$ cat src/asd_pkg.sv
// Shared types and constants for the single data transfer block.
package asd_pkg;

  // Register file geometry
  localparam int NUM_REGS = 16;
  localparam int REG_AW   = 4;

  // Shift type codes from the offset specifier
  localparam logic [1:0] SH_LSL = 2'd0;
  localparam logic [1:0] SH_LSR = 2'd1;
  localparam logic [1:0] SH_ASR = 2'd2;
  localparam logic [1:0] SH_ROR = 2'd3;

  // Sequencer states
  typedef enum logic [6:0] {
    S_IDLE = 7'b0000001,
    S_RD1  = 7'b0000010,
    S_RD2  = 7'b0000100,
    S_ADR  = 7'b0001000,
    S_MEM  = 7'b0010000,
    S_FIN  = 7'b0100000,
    S_SPR  = 7'b1000000
  } state_t;

  // Register file write port
  typedef struct packed {
    logic              en;
    logic [REG_AW-1:0] addr;
    logic [31:0]       data;
  } rf_wr_t;

  // Data memory access request
  typedef struct packed {
    logic       we;
    logic       re;
    logic [7:0] wdata;
  } mem_req_t;

endpackage

$ cat src/asd_regfile.sv
// Register file: 16 x 32 synchronous memory, two read ports, one write port, valid bits.
module asd_regfile (
  input  logic                      clk,
  input  logic                      rst_n,
  input  logic [asd_pkg::REG_AW-1:0] rd_addr_a,
  input  logic [asd_pkg::REG_AW-1:0] rd_addr_b,
  output logic [31:0]               rd_data_a,
  output logic [31:0]               rd_data_b,
  input  asd_pkg::rf_wr_t           wr
);
  import asd_pkg::*;

  logic [31:0]         mem [NUM_REGS];
  logic [NUM_REGS-1:0] valid_r;
  logic [31:0]         rdata_a_r;
  logic [31:0]         rdata_b_r;
  logic                va_r;
  logic                vb_r;

  // Storage array and registered reads
  always_ff @(posedge clk) begin
    if (wr.en) begin
      mem[wr.addr] <= wr.data;
    end
    rdata_a_r <= mem[rd_addr_a];
    rdata_b_r <= mem[rd_addr_b];
  end

  // Valid bits: an entry never written reads as zero
  always_ff @(posedge clk) begin
    if (!rst_n) begin
      valid_r <= '0;
      va_r    <= 1'b0;
      vb_r    <= 1'b0;
    end else begin
      if (wr.en) begin
        valid_r[wr.addr] <= 1'b1;
      end
      va_r <= valid_r[rd_addr_a];
      vb_r <= valid_r[rd_addr_b];
    end
  end

  assign rd_data_a = va_r ? rdata_a_r : '0;
  assign rd_data_b = vb_r ? rdata_b_r : '0;

endmodule

$ cat config.mk
export PLATFORM = sky130hd
export DESIGN_NAME = asd_regfile
export DESIGN_NICKNAME = d
export VERILOG_FILES = /design/src/asd_pkg.sv /design/src/asd_regfile.sv
export SDC_FILE = /design/constraint.sdc
export NUM_CORES = 1
export LEC_CHECK = 0
export BUFFER_PORTS_ARGS = -buffer_cell sky130_fd_sc_hd__buf_2
export CAP_MARGIN = 5
export CORE_AREA = 10 10 245 293
export DETAILED_ROUTE_END_ITERATION = 16
export DIE_AREA = 0 0 255 303
export PLACE_DENSITY_LB_ADDON = 0.3
export SKIP_CTS_REPAIR_TIMING = 1
export SLEW_MARGIN = 20
export SYNTH_ARGS = -nofsm -noshare
export SYNTH_HDL_FRONTEND = slang
export SYNTH_SLANG_ARGS = --single-unit
$ cat constraint.sdc
create_clock -name clk -period 8.25 [get_ports clk]
set_clock_uncertainty 0.2 [all_clocks]
set_input_delay 1.65 -clock clk [delete_from_list [all_inputs] [get_ports clk]]
set_output_delay 1.65 -clock clk [all_outputs]
set_load 0.01 [all_outputs]
==> qor.csv <==
stage;metric;value;unit
outcome;status;finished, final reports clean;
setup_path;Slowest-stage cell, CP;dfxtp_2;
floorplanning;core area;65700;um^2
global_route;pin count of the biggest net entering global routing;85;
route;Avg WL per Cell;29.6;um
finish;Multi-input gate area;8090;um^2
route;vias per inst;5.93;
setup_path;Worst EP arrival;1.94;ns
placement;Port Buffer Count;110;
setup_path;nature of the critical path startpoint;flop;
finish;fill cell count;5611;
finish;layout cells sized above 1;0.360;
placement;Final GP Congestion;0.723;
timing;max-slew violations;0;
timing;Final setup viols;0;
logic_synthesis;asr flop ratio synth;0;
route;antenna-violating nets left;0;
setup_path;WS Path Type;reg2out;
logic_synthesis;Synth Area in Compound Gates;0.0442;
finish;Final nets;1427;
run;Max Cap Viol;0;
setup_path;buffers and inverters on the worst path;1;
route;DRC viols;0;
route;drt pass-1 iters;5;
logic_synthesis;syn_nets;1331;
logic_synthesis;largest family of logic cells by synthesized area;multiplexers;
route;final WL;67200;um
clocking;TritonCTS Sinks;594;
clocking;clock latency on the worst-skew pair;0.59;ns
timing;crit share post-route;0.460;
logic_synthesis;post-synthesis cell count;1284;
floorplanning;die width;255;um
global_route;vias in the first global route;14508;
finish;Area Growth Syn to Fin;13.6;%
power;Lkg Pwr;9.50;nW
logic_synthesis;mux cell area share after synthesis;0.233;
clocking;CTS buffer count;56;
logic_synthesis;post-synthesis adder-cell area fraction;0;
timing;Slew HR;0.260;
placement;Final HPWL DP;33200;um
logic_synthesis;post-synthesis xor/xnor area fraction;0;
floorplanning;Row Count;103;
logic_synthesis;Syn Area/Cell;19.8;um^2
clocking;Root Buffer;clkbuf_16;
finish;Register Area;17000;um^2
min_path;hold crit path type;reg2reg;
logic_synthesis;Synth Flop Type;edfxtp_1;
logic_synthesis;Yosys warnings;0;
logic_synthesis;#FFs+latches synth;594;
global_route;antenna violations before repair;5;
logic_synthesis;Post-synth EDFFs;512;
setup_path;Crit. End Element;primary output;
global_route;GRT Total Usage;0.174;
floorplanning;die footprint;77300;um^2
floorplanning;I/O pin cnt;111;
route;DR iter-0 viols;1133;
clocking;H-tree Lvls;2;
clocking;Max Root-Sink Buffers;3;
timing;f_max;264;MHz
power;Worst IR Drop VDD;201;uV
global_route;first-pass GRT wire length;97900;um
route;vias post-DR;13441;
logic_synthesis;Post-Synth Simple-Gate Area;0.0340;
timing;hold_ws;0.296;ns
timing;final-report hold violation count;0;
setup_path;Crit path largest cell delay;0.88;ns
logic_synthesis;Netlist cell types;23;
timing;worst slew pin tran;1.11;ns
clocking;Clk pin slew, worst setup/hold paths;0.07;ns
setup_path;CP Cell Sequence;and2_1, buf_2;
logic_synthesis;post-synthesis sequential area ratio;0.668;
clocking;TritonCTS clock tree;done;
setup_path;CP Data Required Time;6.40;ns
timing;Final min period;3.79;ns
global_route;GRT overflow;0;
floorplanning;initial core utilization;0.388;
setup_path;critical path fanouts, max;32;
setup_path;CP delay by family, top;flip-flops;
floorplanning;DIE HEIGHT;303;um
power;pwr/cell area;228;nW/um^2
timing;setup tns final;0;ns
logic_synthesis;Cell Area, Synth;25500;um^2
timing;RSZ-0062 raised after global routing;no;
-- through the flow --
step / util / instances / worst slack [ns] / power, mW / cell area [um^2]
finish: 0.440 / 2267 / 4.46 / 6.60 / 28900
CTS: 0.440 / 2266 / 4.34 / 6.66 / 28900
detailed placement: 0.410 / 2162 / 3.89 / 3.94 / 27000
floorplan: - / 1284 / 3.17 / 3.75 / 25500
global route: 0.440 / 2267 / 4.34 / 6.81 / 28900
global placement: 0.410 / 2162 / 3.90 / 3.93 / 27000
-- state kept, by name (all words and copies together), names as in the netlist --
name,flops
mem,512
rdata_b_r,32
vb_r,1
rdata_a_r,32
valid_r,16
va_r,1
-- worst reg2reg max path, delay by kind of cell, from the launching register on --
kind / cells / cell delay (ns)
DFF: 1 / 0.39
muxes: 1 / 0.48
AOI/OAI and AO/OA: 1 / 0.28
and+or+nand+nor: 1 / 0.09
-- final timing paths --
kind                            depth (start not counted)        start  slack (ns)            end
worst max-delay path                                    2         va_r        4.46  rd_data_a[29]
worst min register to register                          1  valid_r[14]        0.30    valid_r[14]
worst max register to register                          3   mem[3][30]        6.70  rdata_a_r[30]
worst min-delay path                                    1  valid_r[14]        0.30    valid_r[14]
-- cells in the mapped netlist, types with 4 or more instances --
cell type,n,share of area
and2_1,66,0.016
o21a_1,16,0.0047
buf_6,15,0.0066
nand2_1,69,0.010
a22oi_1,128,0.038
nor3_1,4,0.00079
nand2b_1,5,0.0012
edfxtp_1,512,0.60
nor2_1,14,0.0021
mux4_2,260,0.23
nand3_1,4,0.00079
dfxtp_1,82,0.064
mux2i_1,7,0.0028
nand3b_1,4,0.0012
clkbuf_1,57,0.0084
buf_2,27,0.0053
nor2b_1,5,0.0012
-- area by class of cell --
cell class,instances,share of cell area
multi-input combinational,590,0.280
clock inverter,32,0.0155
sequential,594,0.588
timing repair buffer,138,0.0282
antenna,1,0.0000865
tap,840,0.0363
clock buffer,72,0.0520
-- logic make-up after synthesis --
kind of cell	Yosys count
compound gates	150
buf+inv	100
flops	594
mux	268
simple gates	172
-- report_power, final --
part           internal, mW  total [mW]  switching (mW)
logic                 0.205       0.466           0.261
clock network          1.63        2.74            1.11
registers              3.35        3.40          0.0465
-- placed cells by master (no fill, tap or decap), drive strengths merged, types with 2 or more instances in the layout --
| cell | synthesis | final |
|---|---|---|
| dfxtp | 82 | 82 |
| o22ai | 2 | 2 |
| a22oi | 128 | 128 |
| nand3b | 4 | 4 |
| nor2b | 5 | 5 |
| mux4 | 260 | 260 |
| nand2 | 69 | 69 |
| nor2 | 14 | 14 |
| mux2i | 7 | 7 |
| and2 | 66 | 66 |
| clkbuf | 57 | 74 |
| nand2b | 5 | 5 |
| o211ai | 3 | 3 |
| nand3 | 4 | 4 |
| bufinv | 0 | 11 |
| nor3 | 4 | 4 |
| clkinv | 0 | 18 |
| o21a | 16 | 16 |
| buf | 43 | 136 |
| edfxtp | 512 | 512 |
| clkinvlp | 0 | 3 |
-- per-layer routing --
layer	GRT usage	wire length (um)	part of all wire
met3	0.0278	4160	0.062
met4	0.0486	1550	0.023
met2	0.313	35500	0.53
met1	0.214	26000	0.39
met5	0	29	0.00043
No activity file was read; power rests on OpenSTA's default activity.
