$ cat src/asd_pkg.sv
// Shared types and constants for the single data transfer block.
package asd_pkg;

  // Register file geometry
  localparam int NUM_REGS = 16;
  localparam int REG_AW   = 4;

  // Shift type codes from the offset specifier
  localparam logic [1:0] SH_LSL = 2'd0;
  localparam logic [1:0] SH_LSR = 2'd1;
  localparam logic [1:0] SH_ASR = 2'd2;
  localparam logic [1:0] SH_ROR = 2'd3;

  // Sequencer states
  typedef enum logic [6:0] {
    S_IDLE = 7'b0000001,
    S_RD1  = 7'b0000010,
    S_RD2  = 7'b0000100,
    S_ADR  = 7'b0001000,
    S_MEM  = 7'b0010000,
    S_FIN  = 7'b0100000,
    S_SPR  = 7'b1000000
  } state_t;

  // Register file write port
  typedef struct packed {
    logic              en;
    logic [REG_AW-1:0] addr;
    logic [31:0]       data;
  } rf_wr_t;

  // Data memory access request
  typedef struct packed {
    logic       we;
    logic       re;
    logic [7:0] wdata;
  } mem_req_t;

endpackage

$ cat src/asd_shifter.sv
// Barrel shifter for the register offset: LSL, LSR, ASR, ROR with ARM amount rules.
module asd_shifter (
  input  logic [31:0] value,
  input  logic [7:0]  amount,
  input  logic [1:0]  sh_type,
  output logic [31:0] result
);
  import asd_pkg::*;

  logic        big;
  logic [4:0]  sa;
  logic [63:0] rot;

  assign big = |amount[7:5];
  assign sa  = amount[4:0];
  assign rot = {value, value} >> sa;

  always_comb begin
    if (amount == 8'd0) begin
      result = value;
    end else begin
      case (sh_type)
        SH_LSL:  result = big ? 32'd0 : (value << sa);
        SH_LSR:  result = big ? 32'd0 : (value >> sa);
        SH_ASR:  result = big ? {32{value[31]}} : 32'($signed(value) >>> sa);
        SH_ROR:  result = rot[31:0];
        default: result = value;
      endcase
    end
  end

endmodule

$ cat config.mk
export PLATFORM = sky130hd
export DESIGN_NAME = asd_shifter
export DESIGN_NICKNAME = d
export VERILOG_FILES = /design/src/asd_pkg.sv /design/src/asd_shifter.sv
export SDC_FILE = /design/constraint.sdc
export NUM_CORES = 1
export LEC_CHECK = 0
export ABC_AREA = 1
export BUFFER_PORTS_ARGS = -buffer_cell sky130_fd_sc_hd__buf_2
export CAP_MARGIN = 5
export CELL_PAD_IN_SITES_DETAIL_PLACEMENT = 0
export CELL_PAD_IN_SITES_GLOBAL_PLACEMENT = 2
export CORE_ASPECT_RATIO = 1.75
export CORE_MARGIN = 2
export CORE_UTILIZATION = 28
export DETAILED_ROUTE_END_ITERATION = 8
export PLACE_DENSITY = 0.92
export RECOVER_POWER = 100
export SLEW_MARGIN = 10
export SYNTH_ARGS = -nofsm -noshare
export SYNTH_HDL_FRONTEND = slang
export SYNTH_SLANG_ARGS = --single-unit
$ cat constraint.sdc
create_clock -name vclk -period 1.3
set_input_delay 0.065 -clock vclk [all_inputs]
set_output_delay 0.065 -clock vclk [all_outputs]
set_load 0.01 [all_outputs]
==> metrics.md, run 1 <==
| Metric | Value |
|---|---|
| RePlAce Congestion | `1.10` |
| Synthesized-area fraction occupied by and/or/nand/nor cells | `0.782` |
| Remaining antenna violation count after routing | `0` |
| Starting density of the core | `0.286` |
| Peak ir drop on the vdd network | `162 uV` |
| Worst min path class | `primary input to output port` |
| Final worst hold slack | `0.695 ns` |
| Total Die Area | `17300 um^2` |
| Global-route usage over all layers | `0.316` |
| Clock period minus final worst setup slack | `1.62 ns` |
| Residual DRC | `0` |
| Filler cell count in the final layout | `1680` |
| Share of synthesized cell area in full adder, half adder and majority cells | `0` |
| Post-synthesis instance area | `4540 um^2` |
| Pre-Repair DR Iteration Count | `6` |
| Setup CP Type | `primary input to output port` |
| Via count normalized by instance count | `5.83` |
| Worst-Margin Slew | `0.365 ns` |
| Synthesized instance count | `969` |
| Startpoint types | `primary input` |
| # port buffers | `74` |
| Post-DR wirelength/cell | `20.7 um` |
| Layout clock buffer count | `0` |
| Multi-input combinational cell area | `5080 um^2` |
| Layout Cells excl Fill | `1383` |
| Leading area contributor after synthesis | `sky130_fd_sc_hd__nand3_1` |
| Leading cell types by count after synthesis | `359 x sky130_fd_sc_hd__nand2_1, 297 x sky130_fd_sc_hd__nand3_1, 52 x sky130_fd_sc_hd__nor2_1` |
| Mux cell area share after synthesis | `0` |
| Antenna violations before repair | `0` |
| Number of ports placed on the die boundary | `74` |
| Post-Syn Area per Cell | `4.69 um^2` |
| Pins over their slew limit | `0` |
| Via count of the first global-routing pass | `7675` |
| Core footprint | `15900 um^2` |
| Number of different library cells in the post-synthesis netlist | `32` |
| Xor and xnor area share after synthesis | `0` |
| Max-cap violation count | `0` |
| Total nets after synthesis | `1011` |
| Post-layout nets | `1238` |
| Placed cell count | `1361` |
| DRT Wirelength | `28600 um` |
| Biggest fanout along the worst timing path | `8` |
| Combinational family with the most area after synthesis | `simple AND/OR/NAND/NOR gates` |
| Detailed placement HPWL | `22400 um` |
| Count of vias placed by the detailed router | `8067` |
| Violated checks | `negative setup slack` |
| Top-area cell type share of the netlist area | `0.327` |
| Leakage Power | `4.03 nW` |
| Status | `complete, but fails checks` |
| Ant diodes | `0` |
| Fraction of final layout cells sized beyond drive strength 1 | `0.461` |
| First-pass GRT wire length | `41800 um` |
| Relative slew slack | `0.756` |
| Total setup violations reported at the end of the flow | `32` |
| Endpoint type of the worst setup path | `output port` |
| Power per standard cell area | `404 nW/um^2` |
| Setup WS post-layout | `-0.317 ns` |
| Crit path DAT | `1.55 ns` |
| Setup slack at placement | `-0.544 ns` |
| Row Count | `61` |
| Maximum number of pins on one net before global-route repair | `34` |
| Area fraction in compound gates after synthesis | `0.111` |
| Count of endpoints failing hold in the final timing report | `0` |
| Period utilisation layout | `1.24` |
| Proportion of synthesized chip area in sequential cells | `0` |
| Sum of overflow across all layers after global routing | `0` |
| Register area | `0 um^2` |
| Most frequently used cell type in the post-synthesis netlist | `sky130_fd_sc_hd__nand2_1` |
| Critical Path RT | `1.24 ns` |
| Sequential cell count | `0` |
| Synth area leaders | `sky130_fd_sc_hd__nand3_1 33%, sky130_fd_sc_hd__nand2_1 30%, sky130_fd_sc_hd__nor2_1 4.3%, sky130_fd_sc_hd__o21ai_0 3.4%, sky130_fd_sc_hd__a21oi_1 3.3%` |
| Die Y-Extent | `172 um` |
| Setup repair after global routing missed its margin | `true` |
| Post-synthesis to final-layout area growth | `74.7%` |
| Number of buffers inserted by hold repair at cts | `0` |
| Max frequency | `619 MHz` |
| Horizontal die dimension | `100 um` |
| TNS Setup | `-7.95 ns` |
| Starting DRC count in detailed routing | `704` |
| Yosys Warn Count | `0` |
[critical path: stages]
cell and delay (ns):
sky130_fd_sc_hd__buf_16 0.14, sky130_fd_sc_hd__clkbuf_16 0.18, sky130_fd_sc_hd__nand2_1 0.11, sky130_fd_sc_hd__and2_1 0.15, sky130_fd_sc_hd__nand2_1 0.07, sky130_fd_sc_hd__nand3_1 0.08, sky130_fd_sc_hd__nand2_2 0.09, sky130_fd_sc_hd__nor2_2 0.15
sky130_fd_sc_hd__o21ai_2 0.08, sky130_fd_sc_hd__buf_4 0.14, sky130_fd_sc_hd__nand3b_1 0.15, sky130_fd_sc_hd__buf_2 0.14
[kinds of logic (layout without fill, tap and decap cells)]
kind of cell / after synthesis / count (layout)
AOI/OAI and AO/OA: 92 / 92
buffers and inverters: 99 / 324
and+or+nand+nor: 778 / 778
[timing repair]
action / CTS / global route
pin swaps: 27 / 26
cloned: 5 / 3
resized for setup: 155 / 160
setup endpoints to repair: 32 / 32
setup buffers: 7 / 9
[path summary, 6_finish.rpt]
check | startpoint | to | slack (ns) | depth (start not counted)
max | amount[0] | result[17] | -0.32 | 12
min | sh_type[1] | result[4] | 0.70 | 6
[placed cells by master, fill, tap and decap left out, types with 2 or more instances in the layout]
master                        n
sky130_fd_sc_hd__nand2_1    282
sky130_fd_sc_hd__nand3_1    202
sky130_fd_sc_hd__buf_4      174
sky130_fd_sc_hd__nand3_2     83
sky130_fd_sc_hd__nand2_2     74
sky130_fd_sc_hd__buf_2       68
sky130_fd_sc_hd__nor2_1      41
sky130_fd_sc_hd__a21oi_1     21
sky130_fd_sc_hd__inv_1       20
sky130_fd_sc_hd__o21ai_1     20
sky130_fd_sc_hd__buf_12      18
sky130_fd_sc_hd__nand2_4     16
sky130_fd_sc_hd__inv_2       15
sky130_fd_sc_hd__o21ai_0     14
sky130_fd_sc_hd__nor2_4      14
sky130_fd_sc_hd__o21ai_2     13
sky130_fd_sc_hd__nand3_4     13
sky130_fd_sc_hd__and2_1      12
sky130_fd_sc_hd__buf_6       11
sky130_fd_sc_hd__a21oi_2      9
sky130_fd_sc_hd__o211ai_1     9
sky130_fd_sc_hd__and2_4       9
sky130_fd_sc_hd__nand3b_1     8
sky130_fd_sc_hd__nand4_1      8
sky130_fd_sc_hd__nor2_2       8
sky130_fd_sc_hd__inv_4        4
sky130_fd_sc_hd__buf_16       4
sky130_fd_sc_hd__o21ai_4      3
sky130_fd_sc_hd__clkbuf_16    3
sky130_fd_sc_hd__and3_1       2
sky130_fd_sc_hd__inv_16       2
sky130_fd_sc_hd__nor3_2       2
sky130_fd_sc_hd__or2_1        2
sky130_fd_sc_hd__bufbuf_16    2
[power by group]
group	leakage (nW)	internal (mW)	total, mW	switching (mW)
Clock	0	0	0	0
Sequential	0	0	0	0
Combinational	4.03	1.28	3.20	1.92
Total	4.03	1.28	3.20	1.92
[stage by stage]
step | util | power [mW] | instance area [um^2]
floorplan | - | 1.39 | 4540
global placement | 0.406 | 2.51 | 6440
detailed placement | 0.406 | 2.51 | 6440
CTS | 0.452 | 2.82 | 7180
global route | 0.500 | 3.41 | 7940
finish | 0.500 | 3.20 | 7940
[layer usage]
metal	wire length, um	vias to the layer above	part of all wire	GRT usage
li1	-	3724	-	-
met5	0	-	0	0
met3	1910	203	0.067	0.0291
met2	13600	503	0.47	0.554
met4	3580	0	0.13	0.290
met1	9520	3637	0.33	0.325
[area by class of cell]
| class | instances | area share |
|---|---|---|
| Multi-Input combinational cell | 870 | 0.640 |
| Tap cell | 189 | 0.0298 |
| Timing Repair Buffer | 281 | 0.302 |
| Inverter | 43 | 0.0279 |
Note: power is estimated with default switching activity, not from simulation.
==> run 2: changes to the inputs <==
Settings changed: REMOVE_ABC_BUFFERS from default to 1.
==> run 2 against run 1 <==
The flow still finishes with violations (negative setup slack); design area shrank 0.38%; combinational power down 1%; largest power group unchanged; power shrank 1.4%; via count increased by 0.20%; sequential share of layout area unchanged; critical path depth unchanged; die area unchanged; non-clock buffer count decreased by 22; final cell count shrank 1.5%; wire length is 2.8% lower; global-route usage decreased by 0.20 points; largest cell class unchanged; worst setup slack better by 0.014 ns.
==> metrics.md, run 2 (synthesis results as in run 1) <==
| Metric | Value |
|---|---|
| Status | `complete, but fails checks` |
| Violated checks | `negative setup slack` |
| Power per standard cell area | `399 nW/um^2` |
| Post-DR wirelength/cell | `20.4 um` |
| Launch point of the worst hold path | `amount[4]` |
| First-pass GRT wire length | `42200 um` |
| Startpoint types | `primary input` |
| Biggest fanout along the worst timing path | `14` |
| DRT Wirelength | `27800 um` |
| Total Die Area | `17300 um^2` |
| Starting density of the core | `0.286` |
| Pre-Repair DR Iteration Count | `6` |
| Total placed instance area | `6290 um^2` |
| Setup WS post-layout | `-0.303 ns` |
| Register area | `0 um^2` |
| Switching power summed over all nets | `1.90 mW` |
| Sequential cell count | `0` |
| Residual DRC | `0` |
| Horizontal die dimension | `100 um` |
| Portion of total power attributed to the clock network | `0` |
| Core footprint | `15900 um^2` |
| Sum of overflow across all layers after global routing | `0` |
| Layout Cells excl Fill | `1362` |
| Layout clock buffer count | `0` |
| Worst min path class | `primary input to output port` |
| RePlAce Congestion | `1.04` |
| Relative slew slack | `0.808` |
| Crit path DAT | `1.54 ns` |
| Start point of the critical path | `amount[0]` |
| Maximum number of pins on one net before global-route repair | `33` |
| Leakage Power | `3.95 nW` |
| Combinational fraction of design power | `1.000` |
| Max-cap violation count | `0` |
| Row Count | `61` |
| Pins over their slew limit | `0` |
| Antenna violations before repair | `0` |
| Number of ports placed on the die boundary | `74` |
| Peak ir drop on the vdd network | `228 uV` |
| Post-synthesis to final-layout area growth | `74.1%` |
| Endpoint type of the worst setup path | `output port` |
| Final worst hold slack | `0.660 ns` |
| Fraction of final layout cells sized beyond drive strength 1 | `0.466` |
| Starting DRC count in detailed routing | `778` |
| Sequential fraction of design power | `0` |
| Critical Path RT | `1.24 ns` |
| Worst-Margin Slew | `0.287 ns` |
| Setup CP Type | `primary input to output port` |
| Placed cell count | `1342` |
| Global-route usage over all layers | `0.314` |
| Clock period minus final worst setup slack | `1.60 ns` |
| Total setup violations reported at the end of the flow | `32` |
| Via count of the first global-routing pass | `7916` |
| Commonest cells after routing, fill and taps aside | `264 x sky130_fd_sc_hd__nand2_1, 207 x sky130_fd_sc_hd__nand3_1, 145 x sky130_fd_sc_hd__buf_4` |
| Detailed placement HPWL | `21500 um` |
| Count of endpoints failing hold in the final timing report | `0` |
| Die Y-Extent | `172 um` |
| Setup slack at placement | `-0.435 ns` |
| Setup repair after global routing missed its margin | `true` |
| Via count normalized by instance count | `5.93` |
| # port buffers | `74` |
| Final instance area | `7910 um^2` |
| Finished Core Util | `0.498` |
| Remaining antenna violation count after routing | `0` |
| Count of vias placed by the detailed router | `8083` |
| Cell internal pwr | `1.25 mW` |
| Max frequency | `624 MHz` |
| Fraction of power spent switching nets | `0.603` |
| Number of buffers inserted by hold repair at cts | `0` |
| Final total power | `3.16 mW` |
| Ant diodes | `0` |
| TNS Setup | `-7.10 ns` |
| Period utilisation layout | `1.23` |
| Filler cell count in the final layout | `1669` |
| Most common library cell in the layout ignoring fill and taps | `sky130_fd_sc_hd__nand2_1` |
| Multi-input combinational cell area | `5220 um^2` |
| Post-layout nets | `1217` |
run 2: cell type report:
type,count,share of cell area
multi-input cells,870,0.660
repair buffers,259,0.284
well taps,189,0.0299
inverters,43,0.0250
repair inverters,1,0.00111
run 2: metal layers:
layer | share of wire | up-vias | global-route usage
met5 | 0 | - | 0
met4 | 0.10 | 0 | 0.232
met3 | 0.071 | 200 | 0.0259
met2 | 0.48 | 533 | 0.549
met1 | 0.34 | 3656 | 0.349
li1 | - | 3694 | -
run 2: power groups by stage:
stage	logic, mW	clock network (mW)	registers, mW
after global placement	2.44	0	0
final	3.16	0	0
after detailed placement	2.44	0	0
after CTS	2.88	0	0
after floorplan	1.23	0	0
after global routing	3.38	0	0
run 2: worst paths after layout:
path   endpoint  slack [ns]  depth (start not counted)
min   result[4]        0.66                          5
max   result[9]       -0.30                         12
run 2: repair_timing:
action,4_1_cts,5_1_grt
setup buffers,13,0
pin swaps,58,22
endpoints found under the setup margin,32,32
cloned,6,1
gates resized for setup,259,96
run 2: worst max-delay path: stages:
cell	delay (ns)
sky130_fd_sc_hd__buf_12	0.14
sky130_fd_sc_hd__inv_8	0.07
sky130_fd_sc_hd__nand2_2	0.10
sky130_fd_sc_hd__buf_4	0.13
sky130_fd_sc_hd__nand3_2	0.12
sky130_fd_sc_hd__nand3_2	0.14
sky130_fd_sc_hd__nand2_4	0.07
sky130_fd_sc_hd__o21ai_4	0.18
sky130_fd_sc_hd__nor2_1	0.07
sky130_fd_sc_hd__nor2_1	0.13
sky130_fd_sc_hd__nand4_1	0.15
sky130_fd_sc_hd__buf_2	0.17
